`src/design/frc_pkg.sv`:
```
// ----------------------------------------------------------------------------
// frc_pkg
// shared types and constants for the frame receiver with checksum check
// ----------------------------------------------------------------------------
`default_nettype none

package frc_pkg;

  localparam logic [7:0]  SYNC0 = 8'hA0;
  localparam logic [7:0]  SYNC1 = 8'hA4;
  localparam logic [7:0]  FOOT0 = 8'hB0;
  localparam logic [7:0]  FOOT1 = 8'hB2;
  localparam logic [14:0] SUM_MASK = 15'h7FFF;
  localparam logic [1:0]  ENC_STUFFED = 2'd1;
  localparam int unsigned HDR_LEN = 4;

  localparam logic [15:0] MAX_LEN_RESET = 16'hFFFF;
  localparam logic        UNSTUFF_RESET = 1'b0;

  localparam int unsigned APB_AW = 3;
  localparam int unsigned APB_DW = 32;

  // register index, taken from paddr[2]
  localparam logic REG_MAX_LEN = 1'b0;
  localparam logic REG_UNSTUFF = 1'b1;

  localparam logic [1:0] ST_GOOD    = 2'd0;
  localparam logic [1:0] ST_CSUM    = 2'd1;
  localparam logic [1:0] ST_FOOTER  = 2'd2;
  localparam logic [1:0] ST_TOO_LONG = 2'd3;

  typedef enum logic [5:0] {
    PH_HUNT = 6'b000001,
    PH_LEN  = 6'b000010,
    PH_HDR  = 6'b000100,
    PH_PAY  = 6'b001000,
    PH_CSUM = 6'b010000,
    PH_FTR  = 6'b100000
  } phase_t;

  typedef struct packed {
    logic [15:0] max_payload_len;
    logic        unstuff_enable;
  } cfg_t;

  typedef struct packed {
    logic       out_valid;
    logic [7:0] out_byte;
    logic       out_kind;
    logic       frame_end;
    logic [1:0] frame_status;
    logic       in_sync;
  } result_t;

endpackage

`default_nettype wire

```
`src/design/frc_regs.sv`:
```
// ----------------------------------------------------------------------------
// frc_regs
// apb configuration registers: payload length limit and unstuff enable
// ----------------------------------------------------------------------------
`default_nettype none

module frc_regs (
  input  wire logic                       clk,
  input  wire logic                       rst,
  input  wire logic                       psel,
  input  wire logic                       penable,
  input  wire logic                       pwrite,
  input  wire logic [frc_pkg::APB_AW-1:0] paddr,
  input  wire logic [frc_pkg::APB_DW-1:0] pwdata,
  output logic      [frc_pkg::APB_DW-1:0] prdata,
  output logic                            pready,
  output frc_pkg::cfg_t                   cfg
);
  import frc_pkg::*;

  logic wr_en;

  assign wr_en  = psel && penable && pwrite;
  assign pready = 1'b1;

  always_ff @(posedge clk) begin
    if (rst) begin
      cfg.max_payload_len <= MAX_LEN_RESET;
      cfg.unstuff_enable  <= UNSTUFF_RESET;
    end else if (wr_en) begin
      unique case (paddr[2])
        REG_MAX_LEN: cfg.max_payload_len <= pwdata[15:0];
        REG_UNSTUFF: cfg.unstuff_enable  <= pwdata[0];
        default: ;
      endcase
    end
  end

  always_comb begin
    unique case (paddr[2])
      REG_MAX_LEN: prdata = {16'd0, cfg.max_payload_len};
      REG_UNSTUFF: prdata = {31'd0, cfg.unstuff_enable};
      default:     prdata = '0;
    endcase
  end

endmodule

`default_nettype wire

```
`src/design/frc_in_stage.sv`:
```
// ----------------------------------------------------------------------------
// frc_in_stage
// input register for the received byte stream
// ----------------------------------------------------------------------------
`default_nettype none

module frc_in_stage (
  input  wire logic       clk,
  input  wire logic       rst,
  input  wire logic       in_valid,
  output logic            in_ready,
  input  wire logic [7:0] in_byte,
  output logic            s1_valid,
  output logic [7:0]      s1_byte,
  input  wire logic       down_ready
);

  assign in_ready = !s1_valid || down_ready;

  always_ff @(posedge clk) begin
    if (rst) begin
      s1_valid <= 1'b0;
    end else if (in_ready) begin
      s1_valid <= in_valid;
    end
  end

  always_ff @(posedge clk) begin
    if (in_valid && in_ready) begin
      s1_byte <= in_byte;
    end
  end

endmodule

`default_nettype wire

```
`src/design/frc_parser.sv`:
```
// ----------------------------------------------------------------------------
// frc_parser
// frame state machine, checksum accumulation, unstuffing and result register
// ----------------------------------------------------------------------------
`default_nettype none

module frc_parser (
  input  wire logic       clk,
  input  wire logic       rst,
  input  wire frc_pkg::cfg_t cfg,
  input  wire logic       s1_valid,
  input  wire logic [7:0] s1_byte,
  output logic            down_ready,
  output logic            res_valid,
  input  wire logic       res_ready,
  output frc_pkg::result_t res
);
  import frc_pkg::*;

  phase_t      phase, phase_next;
  logic [15:0] step_count, step_count_next;
  logic [15:0] payload_length, payload_length_next;
  logic [14:0] sum_acc, sum_acc_next;
  logic [15:0] rx_sum, rx_sum_next;
  logic [1:0]  encoding_field, encoding_field_next;
  logic        last_was_a0, last_was_a0_next;
  result_t     res_next;
  logic        take;
  logic [16:0] step_inc;
  logic [14:0] sum_add;
  logic [15:0] len_shift;
  logic        drop;

  assign down_ready = !res_valid || res_ready;
  assign take       = s1_valid && down_ready;
  assign step_inc   = {1'b0, step_count} + 17'd1;
  assign sum_add    = (sum_acc + {7'd0, s1_byte}) & SUM_MASK;
  assign len_shift  = {payload_length[7:0], s1_byte};
  assign drop       = cfg.unstuff_enable && (encoding_field == ENC_STUFFED)
                      && last_was_a0 && (s1_byte == 8'd0);

  always_comb begin
    phase_next          = phase;
    step_count_next     = step_count;
    payload_length_next = payload_length;
    sum_acc_next        = sum_acc;
    rx_sum_next         = rx_sum;
    encoding_field_next = encoding_field;
    last_was_a0_next    = last_was_a0;
    res_next            = '0;
    res_next.in_sync    = (phase != PH_HUNT);

    unique case (phase)
      PH_LEN: begin
        payload_length_next = len_shift;
        step_count_next     = step_inc[15:0];
        if (step_inc >= 17'd2) begin
          step_count_next = '0;
          if (len_shift > cfg.max_payload_len) begin
            res_next.frame_end    = 1'b1;
            res_next.frame_status = ST_TOO_LONG;
            phase_next            = PH_HUNT;
          end else begin
            phase_next   = PH_HDR;
            sum_acc_next = '0;
          end
        end
      end
      PH_HDR: begin
        res_next.out_valid = 1'b1;
        res_next.out_byte  = s1_byte;
        res_next.out_kind  = 1'b0;
        if (step_count == 16'd0) begin
          encoding_field_next = s1_byte[3:2];
        end
        sum_acc_next    = sum_add;
        step_count_next = step_inc[15:0];
        if (step_inc >= 17'(HDR_LEN)) begin
          step_count_next  = '0;
          last_was_a0_next = 1'b0;
          phase_next       = (payload_length != 16'd0) ? PH_PAY : PH_CSUM;
        end
      end
      PH_PAY: begin
        sum_acc_next = sum_add;
        if (drop) begin
          last_was_a0_next = 1'b0;
        end else begin
          res_next.out_valid = 1'b1;
          res_next.out_byte  = s1_byte;
          res_next.out_kind  = 1'b1;
          last_was_a0_next   = (s1_byte == SYNC0);
        end
        step_count_next = step_inc[15:0];
        if (step_inc >= {1'b0, payload_length}) begin
          step_count_next = '0;
          phase_next      = PH_CSUM;
        end
      end
      PH_CSUM: begin
        rx_sum_next     = {rx_sum[7:0], s1_byte};
        step_count_next = step_inc[15:0];
        if (step_inc >= 17'd2) begin
          step_count_next = '0;
          phase_next      = PH_FTR;
        end
      end
      PH_FTR: begin
        if (step_count == 16'd0 && s1_byte == FOOT0) begin
          step_count_next = 16'd1;
        end else if (step_count == 16'd1 && s1_byte == FOOT1) begin
          res_next.frame_end    = 1'b1;
          res_next.frame_status = (rx_sum == {1'b0, sum_acc}) ? ST_GOOD : ST_CSUM;
          phase_next            = PH_HUNT;
          step_count_next       = '0;
        end else begin
          res_next.frame_end    = 1'b1;
          res_next.frame_status = ST_FOOTER;
          phase_next            = PH_HUNT;
          step_count_next       = '0;
        end
      end
      default: begin
        // sync hunt: step_count holds 1 after an a0
        if (step_count == 16'd1 && s1_byte == SYNC1) begin
          phase_next          = PH_LEN;
          step_count_next     = '0;
          payload_length_next = '0;
          rx_sum_next         = '0;
          sum_acc_next        = '0;
        end else begin
          phase_next      = PH_HUNT;
          step_count_next = (s1_byte == SYNC0) ? 16'd1 : 16'd0;
        end
      end
    endcase
  end

  always_ff @(posedge clk) begin
    if (rst) begin
      phase          <= PH_HUNT;
      step_count     <= '0;
      payload_length <= '0;
      sum_acc        <= '0;
      rx_sum         <= '0;
      encoding_field <= '0;
      last_was_a0    <= 1'b0;
      res_valid      <= 1'b0;
    end else begin
      if (take) begin
        phase          <= phase_next;
        step_count     <= step_count_next;
        payload_length <= payload_length_next;
        sum_acc        <= sum_acc_next;
        rx_sum         <= rx_sum_next;
        encoding_field <= encoding_field_next;
        last_was_a0    <= last_was_a0_next;
      end
      if (down_ready) begin
        res_valid <= s1_valid;
      end
    end
  end

  always_ff @(posedge clk) begin
    if (take) begin
      res <= res_next;
    end
  end

endmodule

`default_nettype wire

```
`src/design/frame_receiver_checksum_check.sv`:
```
// ----------------------------------------------------------------------------
// frame_receiver_checksum_check
// Takes one received byte per cycle, while res_ready holds, on the
// in_valid/in_ready channel and gives exactly one result word per byte on the
// res_valid/res_ready channel, through an input register, the single-pass
// frame parser (sync hunt, length, header, payload, checksum, footer) and a
// result register. A low res_ready stalls the result register and backs up
// to in_ready. The parser state updates once per byte, which sets that rate.
// Header and payload bytes stream out flagged by out_valid/out_kind;
// frame_end with frame_status closes every frame. Configure through the apb
// port (0x0 max_payload_len, 0x4 unstuff_enable) only while the block is idle.
// ----------------------------------------------------------------------------
`default_nettype none

module frame_receiver_checksum_check (
  input  wire logic                       clk,
  input  wire logic                       rst,
  input  wire logic                       psel,
  input  wire logic                       penable,
  input  wire logic                       pwrite,
  input  wire logic [frc_pkg::APB_AW-1:0] paddr,
  input  wire logic [frc_pkg::APB_DW-1:0] pwdata,
  output logic      [frc_pkg::APB_DW-1:0] prdata,
  output logic                            pready,
  input  wire logic                       in_valid,
  output logic                            in_ready,
  input  wire logic [7:0]                 in_byte,
  output logic                            res_valid,
  input  wire logic                       res_ready,
  output logic                            out_valid,
  output logic [7:0]                      out_byte,
  output logic                            out_kind,
  output logic                            frame_end,
  output logic [1:0]                      frame_status,
  output logic                            in_sync
);
  import frc_pkg::*;

  cfg_t       cfg;
  result_t    res;
  logic       s1_valid;
  logic [7:0] s1_byte;
  logic       down_ready;

  frc_regs u_regs (
    .clk     (clk),
    .rst     (rst),
    .psel    (psel),
    .penable (penable),
    .pwrite  (pwrite),
    .paddr   (paddr),
    .pwdata  (pwdata),
    .prdata  (prdata),
    .pready  (pready),
    .cfg     (cfg)
  );

  frc_in_stage u_in (
    .clk        (clk),
    .rst        (rst),
    .in_valid   (in_valid),
    .in_ready   (in_ready),
    .in_byte    (in_byte),
    .s1_valid   (s1_valid),
    .s1_byte    (s1_byte),
    .down_ready (down_ready)
  );

  frc_parser u_parser (
    .clk        (clk),
    .rst        (rst),
    .cfg        (cfg),
    .s1_valid   (s1_valid),
    .s1_byte    (s1_byte),
    .down_ready (down_ready),
    .res_valid  (res_valid),
    .res_ready  (res_ready),
    .res        (res)
  );

  assign out_valid    = res.out_valid;
  assign out_byte     = res.out_byte;
  assign out_kind     = res.out_kind;
  assign frame_end    = res.frame_end;
  assign frame_status = res.frame_status;
  assign in_sync      = res.in_sync;

endmodule

`default_nettype wire

```
`config.mk`:
```
export PLATFORM = sky130hd
export DESIGN_NAME = frame_receiver_checksum_check
export DESIGN_NICKNAME = d
export VERILOG_FILES = /design/src/design/frc_pkg.sv /design/src/design/frc_regs.sv /design/src/design/frc_in_stage.sv /design/src/design/frc_parser.sv /design/src/design/frame_receiver_checksum_check.sv
export SDC_FILE = /design/constraint.sdc
export NUM_CORES = 1
export LEC_CHECK = 0
export BUFFER_PORTS_ARGS = -buffer_cell sky130_fd_sc_hd__buf_4
export CAP_MARGIN = 10
export CORE_ASPECT_RATIO = 1.5
export CORE_MARGIN = 5
export CORE_UTILIZATION = 45
export DETAILED_ROUTE_END_ITERATION = 16
export HOLD_SLACK_MARGIN = 0.02
export MAX_ROUTING_LAYER = met4
export PLACE_DENSITY = 0.65
export SYNTH_ARGS = -nofsm -noshare
export SYNTH_HDL_FRONTEND = slang
export SYNTH_HIERARCHICAL = 1
export SYNTH_SLANG_ARGS = --single-unit
```
`constraint.sdc`:
```
create_clock -name clk -period 9.6 [get_ports clk]
set_clock_uncertainty 0.1 [all_clocks]
set_input_delay 1.92 -clock clk [delete_from_list [all_inputs] [get_ports clk]]
set_output_delay 1.92 -clock clk [all_outputs]
set_load 0.01 [all_outputs]
```
Word level (Yosys, flattened, before mapping)
Cells that the tools add are included.
{"block": "totals", "ff_bits": 113, "latchBits": 0, "ram_bits": 0, "mem_bits_ro": 0, "in_bits": 50, "output_inout_bits": 49, "word_cells": 116, "mem_count": 0}
{"block": "classes", "n_addsub": 2, "mul": 0, "div_mod_pow": 0, "order_cmp": 4, "eq_ne": 19, "shifts": 0, "mux": 35, "n_bitwise": 4, "n_reduce_logical": 34}
{"op": "$mux 16", "n": 5}
{"op": "$pmux 16 s2", "n": 2}
{"op": "$pmux 16 s4", "n": 1}
{"op": "$pmux 32 s2", "n": 1}
{"op": "$mux 15", "n": 3}
{"op": "$pmux 15 s3", "n": 1}
{"op": "$eq 8x8->1 const B", "n": 4}
{"op": "$mux 6", "n": 5}
{"op": "$pmux 6 s5", "n": 1}
{"op": "$pmux 10 s2", "n": 1}
{"op": "$add 16x1->17 const B", "n": 1}
{"op": "$ge 17x16->1", "n": 1}
{"op": "$ge 17x2->1 const B", "n": 1}
{"op": "$ge 17x3->1 const B", "n": 1}
{"op": "$eq 16x1->1 const B", "n": 1}
{"op": "$eq 16x15->1", "n": 1}
{"op": "$gt 16x16->1", "n": 1}
{"op": "$logic_not 16->1", "n": 1}
{"op": "$reduce_bool 16->1", "n": 1}
{"op": "$add 15x8->15", "n": 1}
{"op": "$mux 3", "n": 4}
{"op": "$reduce_and 3->1", "n": 4}
{"op": "$logic_and 1x1->1", "n": 10}
{"op": "$mux 10", "n": 1}
{"op": "other kinds (25)", "n": 45}

Logic depth before layout (Yosys ltp)
Gate-level depths: netlist of the first run.
{"block": "depth", "word_depth": 6, "depth_mapped": 17, "depth_no_buf": 14}

By module
Netlist of the first run, hierarchy kept.
{"module": "frc_parser", "instances": 1, "cells_each": 699, "area_each_um2": 5738.0, "seq_area_each_um2": 1881.8}
{"module": "frc_regs", "instances": 1, "cells_each": 112, "area_each_um2": 962.2, "seq_area_each_um2": 340.3}
{"module": "frc_in_stage", "instances": 1, "cells_each": 13, "area_each_um2": 295.3, "seq_area_each_um2": 260.2}

Worst setup path after synthesis of the first run
Ideal clock, no wire load.
{"block": "synth_path", "path_type": "input to output", "start": "input paddr[2] (netlist name)", "end": "output prdata[10] (netlist name)", "arrival_ns": 2.304, "setup_slack_ns": 5.276, "cell_stages": 2, "path_buffers": 1, "cell_sequence": "clkbuf_1 > nor2b_1"}
{"block": "synth_via", "elab_chain_cells": 2}
{"element": "start: declaration", "line_no": "frame_receiver_checksum_check.sv:21", "text": "input wire logic [frc_pkg::APB_AW-1:0] paddr,"}
{"element": "$not 1->1 (no source line)"}
{"element": "$pmux 32 s2 (*)", "line_no": "frc_regs.sv:40", "text": "unique case (paddr[2])"}
{"element": "end: declaration", "line_no": "frame_receiver_checksum_check.sv:23", "text": "output logic [frc_pkg::APB_DW-1:0] prdata,"}
Mark *: on every way between the ends. The rest lies on a longest branch, timed or not. The select of a mux whose other input is x is not followed.

Final worst setup path of the first run
{"block": "layout_path", "start": "input res_ready", "end": "register u_parser.sum_acc[1]"}
{"block": "layout_via", "elab_chain_cells": 3}
{"element": "start: declaration", "line_no": "frame_receiver_checksum_check.sv:29", "text": "input wire logic res_ready,"}
{"element": "$logic_or 1x1->1", "line_no": "frc_parser.sv:34", "text": "assign down_ready = !res_valid || res_ready;"}
{"element": "via down_ready", "line_no": "frame_receiver_checksum_check.sv:43", "text": "logic down_ready;"}
{"element": "$logic_and 1x1->1", "line_no": "frc_parser.sv:35", "text": "assign take = s1_valid && down_ready;"}
{"element": "$reduce_and 5->1 (no source line)"}
{"element": "end signal: assignment", "line_no": "frc_parser.sv:154", "text": "sum_acc <= sum_acc_next;"}
{"element": "end: declaration", "line_no": "frc_parser.sv:23", "text": "logic [14:0] sum_acc, sum_acc_next;"}
The timed path passes the listed nets, and every way through them passes these cells.
A chain may end at the register's enable or synchronous reset.

==> results.sh, run 1 <==
export IMPL_grt_pass1_vias=6117
export IMPL_die_w_um=112
export IMPL_cts_setup_buffers=0
export IMPL_netlist_instances=824
export IMPL_crit_path_end_kind="flip-flop"
export IMPL_synth_top_cell_area_share=0.260
export IMPL_numCtsBuffers=17
export IMPL_coreArea_sq_um=15200
export IMPL_drc_errors=0
export IMPL_async_reset_ff_frac=0
export IMPL_dp_slack_ps=3830
export IMPL_via_count=6171
export IMPL_synth_edff_count=22
export IMPL_rsz0062_at_grt="no"
export IMPL_ant_nets=0
export IMPL_min_period_ps=5430
export IMPL_peakVddDrop_v=0.000105
export IMPL_path_class="in2reg"
export IMPL_clock_path_buffers=2
export IMPL_synth_distinct_cells=77
export IMPL_die_area_sq_um=18200
export IMPL_cts_hold_buf=0
export IMPL_instances_no_fill=1082
export IMPL_cts_tree="done"
export IMPL_num_rows=55
export IMPL_area_growth_pct=15.8
export IMPL_cts_reportedPaths_clkPinSlew_ps=50
export IMPL_numClockSinks=113
export IMPL_post_route_util=0.533
export IMPL_grt_pass1_wl_mm=31.4
export IMPL_die_h_um=163
export IMPL_nFillCells=1455
export IMPL_multi_input_area_sq_um=4090
export IMPL_total_power_uw=1180
export IMPL_maxSlewHeadroom=0.295
export IMPL_ys_ff_latch=113
export IMPL_hold_violations=0
export IMPL_cts_resized=0
export IMPL_globalplace_congestion=0.909
export IMPL_drt_iter0_markers=309
export IMPL_finalSetupViolCount=0
export IMPL_via_per_inst=5.70
export IMPL_worstMarginPinSlew_ps=1050
export IMPL_finalSetupTns_ps=0
export IMPL_synth_largest_area_cell="dfxtp_1"
export IMPL_drt_pass1_iterations=7
export IMPL_avgRoutedWirePerCell_um=18.0
export IMPL_grtUsageTotal=0.221
export IMPL_h_tree_depth=4
export IMPL_diodes=0
export IMPL_synth_area_top_cells="dfxtp_1 (26%), edfxtp_1 (9.4%), ha_1 (7.5%), nor2_1 (5.6%), a21oi_1 (3.7%)"
export IMPL_antenna_found_initial=0
export IMPL_startpoint_type="primary input"
export IMPL_seq_area_frac_synth=0.355
export IMPL_critPathMaxFanout=22
export IMPL_grt_max_degree=88
export IMPL_cp_arrival_ps=5560
export IMPL_dp_cells=1049
export IMPL_yosysWarnings=6
export IMPL_setup_ws_ps=4170
export IMPL_p_leak_uw=0.00337
export IMPL_drive_gt1_frac=0.140
export IMPL_synth_ff_type="dfxtp_1"
export IMPL_grt_overflow_total=0
export IMPL_ios=99
export IMPL_slew_viol_final=0
export IMPL_regArea_sq_um=2480
export IMPL_fin_nets=963
export IMPL_min_period_over_period=0.565
export IMPL_outcome="finished, final reports clean"
export IMPL_netlist_area_sq_um=7000
export IMPL_hold_class="reg2reg"
export IMPL_wl_mm=19.5
export IMPL_clk_insertion_delay_late_ps=410
export IMPL_post_dp_hpwl_mm=13.9
export IMPL_maxCapViolCount=0
export IMPL_avgSynthCellArea_sq_um=8.49
export IMPL_crit_required_ps=9740
export IMPL_cellPowerDensity_nw_per_um2=146
export IMPL_initial_core_util=0.460
export IMPL_root_buffer="clkbuf_16"
export IMPL_port_buffers=63
export IMPL_clock_fmax_mhz=184
[synthesized netlist by cell type (3+ instances only)]
| cell type | number |
|---|---|
| a211oi_1 | 5 |
| nand2b_1 | 7 |
| nor2_1 | 104 |
| nand4_1 | 13 |
| mux2i_1 | 21 |
| and3b_1 | 3 |
| or2_2 | 5 |
| nor3_1 | 10 |
| a21o_1 | 13 |
| o21ai_0 | 28 |
| edfxtp_1 | 22 |
| buf_2 | 7 |
| a21oi_1 | 52 |
| nand4b_1 | 6 |
| nand3_1 | 28 |
| and4_1 | 5 |
| nor4b_1 | 3 |
| a31oi_1 | 18 |
| nand2_1 | 42 |
| clkbuf_1 | 30 |
| or3_1 | 4 |
| nor2b_1 | 27 |
| and3_1 | 9 |
| xnor2_1 | 22 |
| o211ai_1 | 4 |
| inv_1 | 45 |
| a22oi_1 | 33 |
| a311oi_1 | 7 |
| xor2_1 | 17 |
| ha_1 | 42 |
| and2b_2 | 5 |
| dfxtp_1 | 91 |
| or4_1 | 4 |
| nor4_1 | 17 |
| buf_4 | 17 |
| nand3b_1 | 8 |
[area by class of cell]
class / instances / share of cell area
clock buffer: 25 / 0.0664
inverter: 46 / 0.0213
multi-input combinational: 623 / 0.505
tap: 199 / 0.0307
clock inverter: 7 / 0.00587
timing repair buffer: 69 / 0.0644
sequential: 113 / 0.306
[placed cells by master, fill, tap and decap left out, types with 8 or more instances in the layout]
cell type,instances
buf_4,68
nand3_1,28
nor2b_1,27
nand3b_1,8
ha_1,42
clkbuf_16,19
conb_1,17
o21ai_0,28
nor2_1,104
a21o_1,13
and3_1,9
a31oi_1,18
nor3_1,10
nand2_1,42
edfxtp_1,22
inv_1,45
nand4_1,13
a22oi_1,33
xnor2_1,22
xor2_1,17
nor4_1,16
dfxtp_1,91
mux2i_1,21
a21oi_1,52
[metrics by stage]
step / hold slack [ps] / area, sq um
after floorplan: 354 / 7050
after global placement: 372 / 7510
after detailed placement: 373 / 7510
after CTS: 382 / 8090
after global routing: 421 / 8100
final: 389 / 8100
[per-layer routing]
metal	track usage	share of wire	up-vias
li1	-	-	3043
met1	0.243	0.41	2958
met2	0.393	0.53	136
met4	0.0985	0.030	0
met5	-	0	-
met3	0.0331	0.030	34
[registers in the layout (all words and copies together) (netlist names)]
signal	cells
u_in/s1_byte	8
u_in/s1_valid	1
u_parser/encoding_field	2
u_parser/last_was_a0	1
u_parser/payload_length	16
u_parser/phase	6
u_parser/res	14
u_parser/res_valid	1
u_parser/rx_sum	16
u_parser/step_count	16
u_parser/sum_acc	15
u_regs/cfg	17
[path summary, 6_finish.rpt]
kind	startpoint	end	slack, ps	cells past startpoint
max reg2reg	u_parser/step_count[0]	u_parser/phase[4]	4850	13
min	u_parser/sum_acc[3]	u_parser/sum_acc[3]	390	2
min reg2reg	u_parser/sum_acc[3]	u_parser/sum_acc[3]	390	2
max	res_ready	u_parser/sum_acc[1]	4170	10
[kinds of logic after synthesis]
family | share of synthesized area
simple gates | 0.240
compound gates | 0.177
mux | 0.0317
fa+ha+maj | 0.0780
other cells | 0.00107
buf+inv | 0.0690
flops | 0.355
xor+xnor | 0.0488
[where the power goes]
group	internal (uW)	switching [uW]	leakage (uW)
Clock	388	221	0.000286
Combinational	31.2	40.8	0.00214
Sequential	491	9.77	0.000948
Total	910	272	0.00337
[worst max-delay path, cell delays in order]
cell      delay (ps)
buf_4            100
nand2b_1         200
nand2_1          690
clkinv_1         780
buf_4            440
nand2_1          140
nor2_1           120
a31oi_1          860
or3_1            220
a21oi_1           80
(Power assumes the default switching activity.)
==> run 2: changes to the inputs <==
PLACE_DENSITY = 0.68   (was 0.65)
clock period = 4.74 ns   (was 9.6 ns; I/O delays follow)
==> run 2 against run 1 <==
  * Cell area grew 0.29%
  * Worst hold slack got worse by 7.9 ps
  * Sequential power up 100%
  * Critical endpoint is now u_parser/phase[3]
  * Highest routed layer unchanged
  * Worst setup slack got worse by 3600 ps
  * Core utilization grew 0.16 points
  * Global-route usage shrank 0.54 points
  * Non-clock buffer count grew 6
  * Count of clock-buffer cells in the layout decreased by 7
  * Sequential share of layout area shrank 0.090 points
  * First-iteration DRC count grew 11%
==> results.sh, run 2 (same netlist as run 1, synthesis figures left out) <==
export IMPL_outcome="finished, final reports clean"
export IMPL_avgRoutedWirePerCell_um=17.4
export IMPL_cellPowerDensity_nw_per_um2=294
export IMPL_critPathBufInv=1
export IMPL_dp_slack_ps=644
export IMPL_antenna_found_initial=0
export IMPL_min_period_over_period=0.878
export IMPL_diodes=0
export IMPL_area_growth_pct=16.2
export IMPL_largest_reg_flops=17
export IMPL_wl_mm=19.0
export IMPL_max_stage_delay_ps=480
export IMPL_hold_violations=0
export IMPL_grt_pass1_vias=6011
export IMPL_cts_reportedPaths_clkPinSlew_ps=50
export IMPL_fin_nets=969
export IMPL_slew_viol_final=0
export IMPL_cp_arrival_ps=4400
export IMPL_peakVddDrop_v=0.000219
export IMPL_num_rows=55
export IMPL_grt_pass1_wl_mm=30.5
export IMPL_reg2reg_from="u_parser/step_count[1]"
export IMPL_ant_nets=0
export IMPL_h_tree_depth=4
export IMPL_numClockSinks=113
export IMPL_clock_path_buffers=2
export IMPL_path_class="reg2reg"
export IMPL_via_count=6187
export IMPL_p_leak_uw=0.00338
export IMPL_cp_slowest_cell="dfxtp_1"
export IMPL_drive_gt1_frac=0.145
export IMPL_path_delay_family="simple AND/OR/NAND/NOR gates"
export IMPL_cts_hold_buf=0
export IMPL_instances_no_fill=1088
export IMPL_die_area_sq_um=18200
export IMPL_numCtsBuffers=17
export IMPL_cts_setup_buffers=0
export IMPL_min_period_ps=4160
export IMPL_reg2regPathDepth=15
export IMPL_hold_class="reg2reg"
export IMPL_cts_resized=0
export IMPL_clk_insertion_delay_late_ps=420
export IMPL_r2r_slack_ps=580
export IMPL_finalSetupViolCount=0
export IMPL_worstMarginPinSlew_ps=1160
export IMPL_drc_errors=0
export IMPL_post_dp_hpwl_mm=13.6
export IMPL_cts_tree="done"
export IMPL_dp_cells=1056
export IMPL_grtUsageTotal=0.215
export IMPL_grt_max_degree=82
export IMPL_drt_iter0_markers=343
export IMPL_initial_core_util=0.460
export IMPL_hold_end="u_parser/sum_acc[0]"
export IMPL_drt_pass1_iterations=5
export IMPL_crit_path_end_kind="flip-flop"
export IMPL_via_per_inst=5.69
export IMPL_coreArea_sq_um=15200
export IMPL_ios=99
export IMPL_root_buffer="clkbuf_16"
export IMPL_clock_fmax_mhz=240
export IMPL_layout_commonest_cell="nor2_1"
export IMPL_rsz0062_at_grt="no"
export IMPL_hp_start="u_parser/sum_acc[0]"
export IMPL_globalplace_congestion=0.981
export IMPL_maxCapViolCount=0
export IMPL_final_cell_mix="nor2_1 (104), dfxtp_1 (91), buf_4 (75)"
export IMPL_crit_required_ps=4980
export IMPL_path_cells="ha_1, nand2_2, nor2_1, and3_1, xor2_1, ha_1, and4_1, nand2_1, nor2_1, a221oi_1, or2_2, a311o_1, buf_4, or4_1, a21oi_1"
export IMPL_grt_overflow_total=0
export IMPL_maxSlewHeadroom=0.221
export IMPL_nFillCells=1433
export IMPL_die_w_um=112
export IMPL_r2r_end="u_parser/phase[3]"
export IMPL_critPathMaxFanout=11
export IMPL_die_h_um=163
export IMPL_holdPathStages=2
export IMPL_top_register="u_regs/cfg"
export IMPL_port_buffers=63
export IMPL_startpoint_type="flip-flop"
export IMPL_setup_ws_ps=576
export IMPL_finalSetupTns_ps=0
==> run 2: per-stage QoR <==
| step | util | hold WS (ps) | cell area, sq um | total power, uW |
|---|---|---|---|---|
| 2_1_floorplan | - | 354 | 7050 | 1120 |
| 3_5_place_dp | 0.497 | 373 | 7560 | 1180 |
| 6_report | 0.534 | 381 | 8130 | 2390 |
| 5_1_grt | 0.534 | 394 | 8130 | 2470 |
| 3_3_place_gp | 0.497 | 369 | 7560 | 1180 |
| 4_1_cts | 0.534 | 380 | 8130 | 2420 |
==> run 2: power by group <==
group	switching (uW)	internal [uW]	leakage [uW]
Combinational	84.7	64.5	0.00217
Sequential	17.7	994	0.000948
Clock	461	768	0.000268
==> run 2: layout make-up <==
class	instances	area, sq um	share of cell area
Sequential cell	113	2480	0.305
Multi-Input combinational cell	623	4090	0.504
Tap cell	199	249	0.0306
Timing Repair Buffer	75	563	0.0693
Clock inverter	14	139	0.0171
Inverter	46	173	0.0212
Clock buffer	18	429	0.0528
==> run 2: routing by layer <==
metal,GRT usage,vias up,part of all wire
li1,-,3054,-
met1,0.234,2935,0.40
met2,0.379,157,0.52
met3,0.0353,41,0.038
met4,0.106,0,0.034
met5,-,-,0
==> run 2: worst max path at each step <==
stage                              end  cells after the start  slack (ps)                    from
6_report             u_parser/phase[3]                     15         580  u_parser/step_count[1]
3_5_place_dp         u_parser/phase[3]                     15         640  u_parser/step_count[1]
3_3_place_gp   u_parser/step_count[12]                     14         690  u_parser/step_count[1]
5_1_grt        u_parser/step_count[12]                     14         190  u_parser/step_count[1]
2_1_floorplan        u_parser/phase[3]                     16        1160  u_parser/step_count[0]
4_1_cts              u_parser/phase[3]                     15         590  u_parser/step_count[1]
==> run 2: worst min-delay path, delay by kind of cell (launching register included) <==
family,cells,cell delay [ps]
simple gates,1,60
compound gates,1,50
flops,1,330
==> run 3: changes to the inputs <==
CORE_MARGIN = 2   (was 5)
PLACE_DENSITY = unset   (was 0.68)
PLACE_DENSITY_LB_ADDON = 0.12   (was unset)
==> run 3 against run 2 <==
  * Fmax rose by 3.6%
  * Total power rose by 4.3%
  * Register-to-register slack improved by 150 ps
  * Flip-flop and latch count did not move
  * Highest routed layer unchanged
  * Worst hold slack improved by 14 ps
  * Largest cell class unchanged
  * Non-clock buffer count rose by 2
  * Worst setup slack improved by 150 ps
  * Core utilization rose by 0.66 points
  * Critical path type unchanged
  * Cell area rose by 0.77%
==> results.sh, run 3 (same netlist as run 1, synthesis figures left out) <==
export IMPL_grt_overflow_total=0
export IMPL_crit_path_end_kind="flip-flop"
export IMPL_fin_hold_ws_ps=395
export IMPL_initial_core_util=0.462
export IMPL_final_cell_mix="nor2_1 (104), dfxtp_1 (91), buf_4 (77)"
export IMPL_globalplace_congestion=0.910
export IMPL_largest_reg_flops=17
export IMPL_cts_hold_buf=0
export IMPL_grtUsageTotal=0.251
export IMPL_min_period_over_period=0.848
export IMPL_multi_input_area_sq_um=4090
export IMPL_numCtsBuffers=17
export IMPL_area_growth_pct=17.1
export IMPL_hold_violations=0
export IMPL_reg2regPathDepth=13
export IMPL_drive_gt1_frac=0.147
export IMPL_total_power_uw=2490
export IMPL_drt_iter0_markers=426
export IMPL_regArea_sq_um=2480
export IMPL_place_area_sq_um=7570
export IMPL_numClockSinks=113
export IMPL_hold_class="reg2reg"
export IMPL_cp_arrival_ps=4260
export IMPL_die_w_um=106
export IMPL_clock_path_buffers=2
export IMPL_max_stage_delay_ps=590
export IMPL_fin_area_sq_um=8190
export IMPL_num_rows=55
export IMPL_p_leak_uw=0.00343
export IMPL_diodes=0
export IMPL_maxSlewHeadroom=0.131
export IMPL_critPathMaxFanout=13
export IMPL_avgRoutedWirePerCell_um=18.5
export IMPL_worstMarginPinSlew_ps=1300
export IMPL_fin_nets=971
export IMPL_ant_nets=0
export IMPL_via_count=6328
export IMPL_holdPathStages=2
export IMPL_h_tree_depth=4
export IMPL_crit_required_ps=4980
export IMPL_cts_tree="done"
export IMPL_drc_errors=0
export IMPL_clk_insertion_delay_late_ps=420
export IMPL_cp_slowest_cell="dfxtp_1"
export IMPL_min_period_ps=4020
export IMPL_ios=99
export IMPL_setup_ws_ps=723
export IMPL_path_class="reg2reg"
export IMPL_grt_pass1_wl_mm=31.6
export IMPL_antenna_found_initial=0
export IMPL_slew_viol_final=0
export IMPL_cts_setup_buffers=0
export IMPL_wl_mm=20.1
export IMPL_startpoint_type="flip-flop"
export IMPL_coreArea_sq_um=15100
export IMPL_cellPowerDensity_nw_per_um2=304
export IMPL_via_per_inst=5.81
export IMPL_rsz0062_at_grt="no"
export IMPL_maxCapViolCount=0
export IMPL_cts_resized=0
export IMPL_root_buffer="clkbuf_16"
export IMPL_port_buffers=63
export IMPL_dp_slack_ps=782
export IMPL_peakVddDrop_v=0.000285
export IMPL_cts_reportedPaths_clkPinSlew_ps=50
export IMPL_die_h_um=157
export IMPL_post_dp_hpwl_mm=14.8
export IMPL_top_register="u_regs/cfg"
export IMPL_die_area_sq_um=16600
export IMPL_grt_pass1_vias=6178
export IMPL_outcome="finished, final reports clean"
export IMPL_layout_commonest_cell="nor2_1"
export IMPL_clock_fmax_mhz=249
export IMPL_grt_max_degree=76
export IMPL_nFillCells=1462
export IMPL_path_cells="nand3_2, nor2_1, and3_1, xor2_1, ha_1, a21oi_1, o21ai_0, a21o_1, o311ai_1, o2111ai_1, a31oi_1, o21ai_0, a21oi_1"
export IMPL_finalSetupTns_ps=0
export IMPL_drt_pass1_iterations=5
export IMPL_finalSetupViolCount=0
## run 3: cell count changes in the layout (fill, tap and decap cells not counted), sizes merged
cell,previous run,this run
buf,75,77
bufinv,2,4
clkbuf,18,17
clkinv,7,10
clkinvlp,4,0
## run 3: final timing paths
check / start / to / slack, ps
worst max-delay path: u_parser/step_count[3] / u_parser/step_count[11] / 720
worst min-delay path: u_parser/sum_acc[0] / u_parser/sum_acc[0] / 390
worst max register to register: u_parser/step_count[3] / u_parser/step_count[11] / 720
worst min register to register: u_parser/sum_acc[0] / u_parser/sum_acc[0] / 390
## run 3: power by group
part,internal (uW),leakage (uW),total (uW),switching (uW)
logic,64.5,0.00218,149,84.6
clock network,875,0.000304,1330,455
registers,994,0.000948,1010,19.3
## run 3: per-stage QoR
stage               instances   util
detailed placement       1058  0.500
global route             1090  0.541
global placement         1058  0.500
finish                   1090  0.541
floorplan                 839      -
CTS                      1090  0.541
## run 3: final cells by class
cell class,instances,area share
flip-flops and latches,113,0.303
inverters,46,0.0211
repair buffers,77,0.0706
clock inverters,15,0.0232
clock buffers,17,0.0519
well taps,199,0.0304
multi-input cells,623,0.500
## run 3: routing by layer
layer | GRT usage | up-vias | wire (um) | share of wire
met2 | 0.448 | 192 | 10600 | 0.53
met5 | - | - | 0 | 0
met3 | 0.0458 | 46 | 899 | 0.045
li1 | - | 3064 | - | -
met4 | 0.123 | 0 | 764 | 0.038
met1 | 0.266 | 3026 | 7810 | 0.39
## run 3: critical path, delay by kind of cell (launching register included)
| kind | cells | cell delay [ps] |
|---|---|---|
| adders and majority gates | 1 | 290 |
| xor gates and xnor gates | 1 | 220 |
| AOI/OAI and AO/OA | 8 | 2040 |
| DFF | 1 | 590 |
| and+or+nand+nor | 3 | 700 |
